## config.mk

```make
export PLATFORM = sky130hd
export DESIGN_NAME = apt_ram
export DESIGN_NICKNAME = d
export VERILOG_FILES = /design/src/apt_ram.sv
export SDC_FILE = /design/constraint.sdc
export NUM_CORES = 1
export LEC_CHECK = 0
export ABC_AREA = 1
export BUFFER_PORTS_ARGS = -buffer_cell sky130_fd_sc_hd__buf_2
export CAP_MARGIN = 20
export CORE_MARGIN = 8
export CORE_UTILIZATION = 50
export CTS_CLUSTER_SIZE = 28
export DETAILED_ROUTE_END_ITERATION = 8
export PLACE_DENSITY = 0.76
export SLEW_MARGIN = 20
export SYNTH_ARGS = -nofsm -noshare
export SYNTH_HDL_FRONTEND = slang
export SYNTH_SLANG_ARGS = --single-unit
```

## constraint.sdc

```tcl
create_clock -name clk_i -period 1.3 [get_ports clk_i]
set_clock_uncertainty 0.15 [all_clocks]
set_input_delay 0.26 -clock clk_i [delete_from_list [all_inputs] [get_ports clk_i]]
set_output_delay 0.26 -clock clk_i [all_outputs]
set_load 0.03 [all_outputs]
```

## src/apt_ram.sv

```systemverilog
// generic simple dual-port ram: one write port, one read port, registered read
// no dependencies
module apt_ram #(
  parameter int WIDTH = 8,
  parameter int DEPTH = 16
) (
  input  logic                     clk_i,
  input  logic                     we_i,
  input  logic [$clog2(DEPTH)-1:0] waddr_i,
  input  logic [WIDTH-1:0]         wdata_i,
  input  logic                     re_i,
  input  logic [$clog2(DEPTH)-1:0] raddr_i,
  output logic [WIDTH-1:0]         rdata_o
);

  logic [WIDTH-1:0] mem_q [DEPTH];
  logic [WIDTH-1:0] rdata_q;

  always_ff @(posedge clk_i) begin
    if (we_i) begin
      mem_q[waddr_i] <= wdata_i;
    end
    if (re_i) begin
      rdata_q <= mem_q[raddr_i];
    end
  end

  assign rdata_o = rdata_q;

endmodule

```

# Word level (Yosys, flattened, before mapping)
# Memories as Yosys holds them, arrays and structs flattened. A register that Yosys moved wholly into a read port is not among the register bits.
# Cells that the tools add are included.
[totals]
regBits = 0
mem_bits_rw = 128
inputBits = 19
out_inout_bits = 8
word_cells = 3
memories = 1
[mem_list]
columns = ["name", "depth", "width", "rd", "rd_ports_with_merged_regs", "wr", "line", "rtl"]
rows = [
  ["mem_q", 16, 8, 1, 1, 1, "16", "logic [WIDTH-1:0] mem_q [DEPTH];"],
]
[op_classes]
muxes = 2
[ops]
columns = ["cell", "count"]
rows = [
  ["$mux W1", 2],
]

# Logic depth before layout (Yosys ltp)
# Gate-level depths: netlist of the first run.
[depth]
depth_word = 2
depth_mapped = 8
ltp_nobuf = 7

# Least setup slack after synthesis of the first run
# No wires, ideal clock.
[synth_timing]
path_kind = "input to register"
from = "input waddr_i[3]"
to = "memory mem_q[4][0], enable pin"
setup_ns = 0.370
arrival_time_ns = 0.841
t_required_ns = 0.780
path_slack_ns = -0.061
path_stages = 2
path_buffers = 0
cell_sequence = "nand3b_1 > nor2_1"
[synth_rtl]
columns = ["item", "line", "rtl"]
rows = [
  ["start, declared", "9", "input logic [$clog2(DEPTH)-1:0] waddr_i,"],
  ["end, declared", "16", ""],
]
# Straight into the memory's write port.

# Worst setup path in the final report of the first run
[layout_timing]
from = "register rdata_q[2], in the netlist rdata_o[2] (read register of mem_q)"
to = "output rdata_o[2]"
[layout_rtl]
columns = ["item", "line", "rtl"]
rows = [
  ["start, declared", "17", "logic [WIDTH-1:0] rdata_q;"],
  ["end, declared", "13", "output logic [WIDTH-1:0] rdata_o"],
]
# No word-level cell between the ends.

==> results.md, run 1 <==
Status:
- The run finished, with violations left.
- The final reports fail on negative setup slack.

Worst setup path:
- The reg-to-reg endpoint is rdata_o[3].
- The slowest stage of the critical path belongs to the cell edfxtp_1.
- Measured in cells, the most critical reg-to-reg path has a length of 6.
- In this design, the largest share of critical-path delay is due to flip-flops.
- The largest single stage delay on the critical path is 0.44 ns.
- At the worst endpoint, the arrival time is 1.02 ns.
- The slack of the worst reg-to-reg path is ~0.010 ns.
- The worst setup path is launched from a flip-flop.
- STA classifies the critical path endpoint as an output port.
- The count of buffering cells on the critical path with inverters included is 1.
- The kind of critical path is reg2out.
- The largest fanout on the critical path is 1.
- The required arrival time at the worst endpoint is 0.89 ns.
- In this run the critical register-to-register path is launched from mem_q[4][3].
- The signal on the critical path passes through buf_6.

Global route:
- Entering global routing, the biggest net connects 33 pins.
- After global routing the overflow that remains totals 0.
- The first global-routing pass estimated 21000 um of wire.
- Global routing consumed, over all layers together, 18.8% of the routing resources.
- The number of global-route vias before repair was 3989.
- The number of antenna violations at the first check in global routing was 0.

CTS:
- The total number of H-tree levels is 4.
- For the worst-skew pair, the clock arrives at the later sink with an insertion delay of between 0.4 and 0.5 ns.
- The total of hold buffers inserted after clock tree synthesis is 0.
- The sink count of the clock tree is 136.
- The clock tree from TritonCTS is yes.
- The number of buffers added by the clock tree synthesis step is 17.
- The tree is rooted in a clkbuf_16.
- After clock tree synthesis, the clock-pin slew on the worst setup and hold paths is roughly 0.05 ns.
- In this run the post-CTS setup repair buffer count came out at 0.
- The maximum buffer depth of the clock tree is 2.

Placement:
- The instance area after placement is 0.00628 mm2.
- The number of I/O port buffers is 26.
- The post-detailed-placement half-perimeter wirelength is 8620 um.
- The routability-driven placement congestion ratio is 0.929.

Die:
- In this run the standard cell core region covers 0.0114 mm2.
- 27 I/O pins were placed.
- Measured along the y axis, the die boundary spans between 100 and 150 um.
- The starting density of the core is 51.2%.
- The area of the die is 0.0154 mm2.
- The number of rows created at floorplan is 39.
- Measured along the x axis, the die boundary spans 124 um.

Synth:
- The count of warnings emitted by yosys is 0.
- The synthesized net count is 570.
- In the post-synthesis netlist, the cell with the most instances is nand2_1.
- Summed over its instances, the top area cell type makes up about 70% of the synthesized netlist area.
- The post-synthesis register bit count is around 140.
- The instance count of the mapped netlist is 551.
- The cell taking the most area after synthesis is edfxtp_1.
- Yosys mapped a number of flops with a built-in enable equal to around 140.
- Ranked by total cell area, the synthesized netlist is headed by edfxtp_1 70%, nand2_1 11%, nand3_1 8.3%.
- The average instance in the mapped netlist occupies between 10 and 15 um2.
- The share of the yosys chip area belonging to registers is 69.8%.
- In the synthesized netlist, the cells that appear most often are 173 x nand2_1, 136 x edfxtp_1, 100 x inv_1.
- The dominant register cell in the synthesized netlist is edfxtp_1.
- The number of distinct library cells after synthesis is 11.
- The async set-or-reset flop fraction in the synthesized netlist is 0%.
- The mapped netlist covers roughly 0.0058 mm2.

Finish:
- The final-stage net count is around 620.
- The relative area change from synthesis to final layout is 20.1%.
- The fraction of final layout cells sized beyond drive strength 1 is a little under a fifth.
- The fill cell instance count of the final layout is 879.
- The antenna diode count is 0.
- With fillers left out, the area of the finished cells amounts to 0.00702 mm2.

STA:
- The smallest clock period supported by the final layout is computed as 1.43 ns.
- The max-slew violation count is 0.
- The part of the cycle the worst path needs is 110%.
- The final number of setup-violating endpoints is 8.
- In this run the tightest slew margin relative to its limit is between 50% and 60%.
- The maximum operating frequency is 699 MHz.
- The worst-case setup margin in the final layout is -0.131 ns.
- Setup repair after global routing could not meet its margin everywhere.
- The final hold violation count is 0.
- Hold timing on the final database bottoms out at a slack of around 0.064 ns.
- For the pin with the worst max-slew slack, the measured transition is between 0.6 and 0.7 ns.

Drt:
- The post-detailed-route via-to-cell ratio is 5.30.
- The remaining routing DRC violations is 0.
- The detailed-routing iteration count for the pre-antenna-repair pass is 5.
- After detailed routing, the average wire length per cell comes to 18.1 um.
- The final antenna-violating net count is 0.
- After the first detailed-routing iteration, the DRC count stood at 550.
- After detailed routing, the total wire length is 13700 um.
- The total via count in the routed design is 4002.

Power and ir drop:
- The leakage component of the power is 3.05 nW.
- The proportion of total power due to net switching is 21.1%.
- The relative contribution of the clock network to total power is about 45%.
- The combinational cell fraction of total power is about 7.1%.
- The part of the total power dissipated in sequential elements is 48.2%.
- IR analysis of the VDD net gives a maximum drop of between 1000 and 1500 uV.
- For this design the total switching power over the nets is 2.19 mW.
- The areal power density over the cells is 1470 mW/mm2.
- The internal power summed over all cells is about 8.2 mW.

Min path:
- The count of cells along the worst hold path is 1.
- The path with the worst hold slack has its endpoint at rdata_o[0].
- The tightest min-delay check is of the in2reg type.
- The worst hold path begins at re_i.

Run:
- The max-capacitance violation count is 0.
==> cell families after synthesis <==
group	share of synthesized area, %
DFF	69.8
and+or+nand+nor	20.8
buffers and inverters	9.39
==> per-stage QoR <==
stage          power, mW  cells  setup WS, ns  TNS, ns  utilization [%]
6_report            10.3    755        -0.131   -0.878             61.5
5_1_grt             10.6    755        -0.146    -1.11             61.5
3_3_place_gp        5.70    723        -0.328   -13.04             55.0
4_1_cts             10.4    755        -0.131   -0.911             60.5
2_1_floorplan       5.45    551       -0.0608    -5.20                -
3_5_place_dp        5.73    723        -0.382   -17.92             55.0
==> layout by cell type (no fill, tap or decap), drive strengths merged <==
cell / n
nand2: 173
edfxtp: 136
inv: 102
nand3: 97
buf: 53
clkbuf: 20
nor2: 17
clkinv: 9
bufinv: 3
nand3b: 2
==> power by group through the flow <==
stage	registers [mW]	clock network, mW	logic [mW]
detailed placement	5.07	0	0.666
global placement	5.06	0	0.641
floorplan	5.10	0	0.349
global route	4.99	4.86	0.795
finish	4.98	4.62	0.732
CTS	4.98	4.68	0.694
==> final cells by class <==
| class | instances | area (um2) | area share [%] |
|---|---|---|---|
| clock inverter | 12 | 133 | 1.89 |
| timing repair buffer | 53 | 458 | 6.52 |
| multi-input combinational | 289 | 1350 | 19.2 |
| inverter | 102 | 383 | 5.45 |
| tap | 143 | 179 | 2.55 |
| clock buffer | 20 | 437 | 6.22 |
| sequential | 136 | 4080 | 58.1 |
==> state kept, by name (all words and copies together), names as in the netlist <==
register / count
mem_q: 128
rdata_o: 8
==> how the worst max path moves through the flow <==
stage | cells after the start | start | slack, ns | endpoint
6_report | 1 | rdata_o[2] | -0.13 | rdata_o[2]
2_1_floorplan | 2 | waddr_i[2] | -0.06 | mem_q[11][0]
4_1_cts | 1 | rdata_o[0] | -0.13 | rdata_o[0]
5_1_grt | 1 | rdata_o[2] | -0.15 | rdata_o[2]
3_3_place_gp | 8 | raddr_i[0] | -0.33 | rdata_o[6]
3_5_place_dp | 8 | raddr_i[0] | -0.38 | rdata_o[6]
==> what timing repair did <==
item,4_1_cts,5_1_grt
hold endpoints to repair,0,0
pin swaps,0,3
gates resized for setup,17,24
endpoints found under the setup margin,9,15
==> layer usage <==
metal	global-route usage (%)	vias to the layer above	wire [um]
li1	-	1881	-
met1	24.0	1885	5520
met2	29.6	207	6660
met3	4.90	29	1140
met4	8.40	0	340
met5	0	-	0
Note: power is estimated with default switching activity, not from simulation.
==> inputs of run 2 (changes only) <==
Settings changed: CELL_PAD_IN_SITES_DETAIL_PLACEMENT set to 1, CELL_PAD_IN_SITES_GLOBAL_PLACEMENT set to 2, CORE_UTILIZATION 50 to 37, PLACE_DENSITY 0.76 to 0.82.
==> run 2 against run 1 <==
Against the previous run: the flow still finishes with violations (negative setup slack); total power up 2.5%; fmax down 2.1%; combinational power up 2%; sequential cell count unchanged; critical path depth unchanged; clock power up 5.4%; register-to-register slack better by 0.04 ns; critical path type unchanged; critical endpoint is now rdata_o[7]; largest cell class unchanged; largest power group unchanged; highest routed layer is now met5.
==> results.md, run 2 (synthesis results as in run 1) <==
Power and ir drop:
- The net switching power of the design was 2.23 mW (+1.9%).
- The proportion of total power due to net switching is 21.0% (-0.11 points).
- The leakage component of the power is 3.09 nW (+1.4%).
- The combinational cell fraction of total power is 7.1% (about the same).
- The areal power density over the cells was 1470 mW/mm2 (-0.34%).
- The relative contribution of the clock network to total power is 46.0% (+1.3 points).
- The largest vdd supply drop is 946 uV (-10%).
- The part of the total power dissipated in sequential elements is 47.0% (-1.2 points).
- The internal power summed over all cells is 8.37 mW (+2.6%).

Die:
- The area of the die was 0.0201 mm2 (+30%).
- The starting density of the core was 37.3% (-14 points).
- The die width is 142 um (+14%).
- The placeable core area is 0.0157 mm2 (+37%).
- The I/O pin count is 27 (unchanged).
- The die height came to 142 um (+14%).
- The number of rows created at floorplan is 46 (+18%).

Placement:
- The number of I/O port buffers is 26 (unchanged).
- The routability-driven placement congestion ratio was 0.743 (-20%).
- The post-detailed-placement half-perimeter wirelength is 9830 um (+14%).
- The placed cell count is 801 (+11%).

CTS:
- The maximum buffer depth of the clock tree is 2 (unchanged).
- TritonCTS built the clock tree.
- The clock-pin slew on the worst setup and hold paths is 0.06 ns (about the same).
- The total number of H-tree levels came to 4 (unchanged).
- The sink count of the clock tree is 136 (unchanged).
- The total of hold buffers inserted after clock tree synthesis was 0 (unchanged).
- The buffers inserted during post-CTS setup optimization is 0 (unchanged).
- The clock latency on the worst-skew pair is 0.42 ns (about the same).
- Clock tree synthesis selected as its root buffer the cell clkbuf_16.
- The number of buffers added by the clock tree synthesis step was 17 (unchanged).

Finish:
- In the layout the commonest cells are 171 x nand2_1, 136 x edfxtp_1, 99 x inv_1.
- The register with the most flip-flops is mem_q.
- The fraction of final layout cells sized beyond drive strength 1 was 18.6% (+0.34 points).
- The utilization after layout is 46.1% (-15 points).
- The number of flip-flops under the largest register name was 128 (unchanged).
- The fill cell instance count of the final layout is 1714 (+95%).
- The antenna diode count is 0 (unchanged).
- The final-stage net count is 623 (+0.81%).
- The commonest non-fill, non-tap cell in the layout is nand2_1.
- The relative area change from synthesis to final layout is 23.6%.
- The final non-filler cell total is 833 (+10%).

STA:
- The maximum operating frequency is 684 MHz (-2.1%).
- The final hold violation count came to 0 (unchanged).
- The max-slew violation count is 0 (unchanged).
- Setup repair after global routing could not meet its margin everywhere.
- The total negative slack is -0.644 ns (+0.234 ns).
- The minimum clock period is 1.46 ns (+0.0306 ns).
- The part of the cycle the worst path needs is 112% (+2.4 points).
- The headroom to the max-slew limit was 68.9% (+11 points).
- The worst-case setup margin in the final layout is -0.162 ns (-0.0306 ns).
- The final number of setup-violating endpoints is 8 (unchanged).
- The transition time at the pin with the least slew margin is 0.466 ns (-0.168 ns).

Drt:
- The wire length per cell after detailed routing is 17.7 um (-2.5%).
- The first-iteration detailed-routing DRC count is 304 (-45%).
- The total via count in the routed design was 3935 (-1.7%).
- The final antenna-violating net count is 0 (unchanged).
- The post-detailed-route via-to-cell ratio is 4.72 (-11%).
- The wire length reported by the detailed router is 14700 um (+7.6%).
- The remaining routing DRC violations is 0 (unchanged).
- The detailed-routing iteration count for the pre-antenna-repair pass came to 4 (-1).

Worst setup path:
- The kind of cell with the highest combined delay along the critical path is flip-flops.
- The number of cells traversed by the worst register-to-register path was 6 (unchanged).
- The cell with the biggest individual delay on the critical path is edfxtp_1.
- The startpoint of the worst setup timing path is rdata_o[7].
- The worst setup path is of the reg2out kind.
- The critical path goes through buf_6.
- The slack of the worst reg-to-reg path came to 0.05 ns (+0.04 ns).
- The worst setup path is launched from a flip-flop.
- The type of element capturing the critical path is an output port.
- In this run the critical register-to-register path is captured at rdata_o[0].
- The maximum single-stage delay on the critical path is 0.45 ns (about the same).
- The count of buffering cells on the critical path with inverters included is 1 (unchanged).
- The largest fanout on the critical path came to 1 (unchanged).
- The arrival time at the worst endpoint is 1.05 ns (+0.03 ns).
- The required arrival time at the worst endpoint came to 0.89 ns (about the same).
- The startpoint identified for the worst register-to-register timing path is mem_q[13][0].

Global route:
- The number of global-route vias before repair is 4236 (+6.2%).
- The residual overflow from global routing is 0 (unchanged).
- The global-route wire length before repair is 23300 um (+11%).
- The number of antenna violations at the first check in global routing is 1 (+1).
- The maximum number of pins on one net before global-route repair is 57 (+73%).
- The overall global routing resource usage is 15.8% (-3.0 points).

Status:
- The final reports fail on negative setup slack.
- The run finished, with violations left.

Min path:
- The startpoint identified for the worst hold timing path is re_i.
- The class of the tightest hold or removal check is in2reg.
- The hold path endpoint is rdata_o[1].
- The count of cells along the worst hold path came to 1 (unchanged).

Run:
- The max-capacitance violation count is 0 (unchanged).
## run 2: cell count changes in the layout (fill, tap and decap cells not counted), sizes merged
cell | previous run | this run
bufinv | 3 | 4
buf | 53 | 58
clkinv | 9 | 8
## run 2: worst max-delay path by stage
stage | slack (ns) | cells past startpoint | endpoint
after CTS | -0.16 | 1 | rdata_o[7]
after global placement | -0.35 | 8 | rdata_o[5]
final | -0.16 | 1 | rdata_o[7]
after detailed placement | -0.38 | 8 | rdata_o[5]
after floorplan | -0.06 | 2 | mem_q[11][0]
after global routing | -0.18 | 1 | rdata_o[7]
## run 2: area by class of cell
cell class / instances / area [um2] / area share (%)
inverters: 102 / 383 / 5.30
clock buffers: 20 / 437 / 6.04
flip-flops and latches: 136 / 4080 / 56.5
repair buffers: 58 / 558 / 7.72
well taps: 216 / 270 / 3.74
clock inverters: 12 / 156 / 2.16
multi-input cells: 289 / 1340 / 18.5
## run 2: timing repair
action,CTS,global route
pin swaps,0,8
cloned,0,0
endpoints found under the setup margin,10,15
gates resized for setup,18,22
## run 2: power by group through the flow
stage,Combinational [mW],Sequential (mW),Clock (mW)
6_report,0.749,4.98,4.87
5_1_grt,0.829,4.98,5.13
4_1_cts,0.737,4.98,4.94
3_5_place_dp,0.704,5.06,0
3_3_place_gp,0.686,5.06,0
2_1_floorplan,0.349,5.10,0
## run 2: through the flow
| step | hold slack (ns) | power, mW | setup WS [ns] | cell area [um2] |
|---|---|---|---|---|
| after floorplan | 0.209 | 5.45 | -0.0608 | 5860 |
| after global placement | 0.487 | 5.74 | -0.350 | 6470 |
| after detailed placement | 0.494 | 5.76 | -0.380 | 6470 |
| after CTS | 0.0535 | 10.7 | -0.165 | 7120 |
| after global routing | 0.0533 | 10.9 | -0.179 | 7220 |
| final | 0.0678 | 10.6 | -0.162 | 7220 |
## run 2: metal layers
| layer | wire (um) | GRT usage, % | up-vias |
|---|---|---|---|
| li1 | - | - | 1891 |
| met1 | 6500 | 19.0 | 1954 |
| met2 | 7380 | 26.2 | 60 |
| met3 | 486 | 3.80 | 28 |
| met4 | 331 | 7.69 | 2 |
| met5 | 13 | 0 | - |
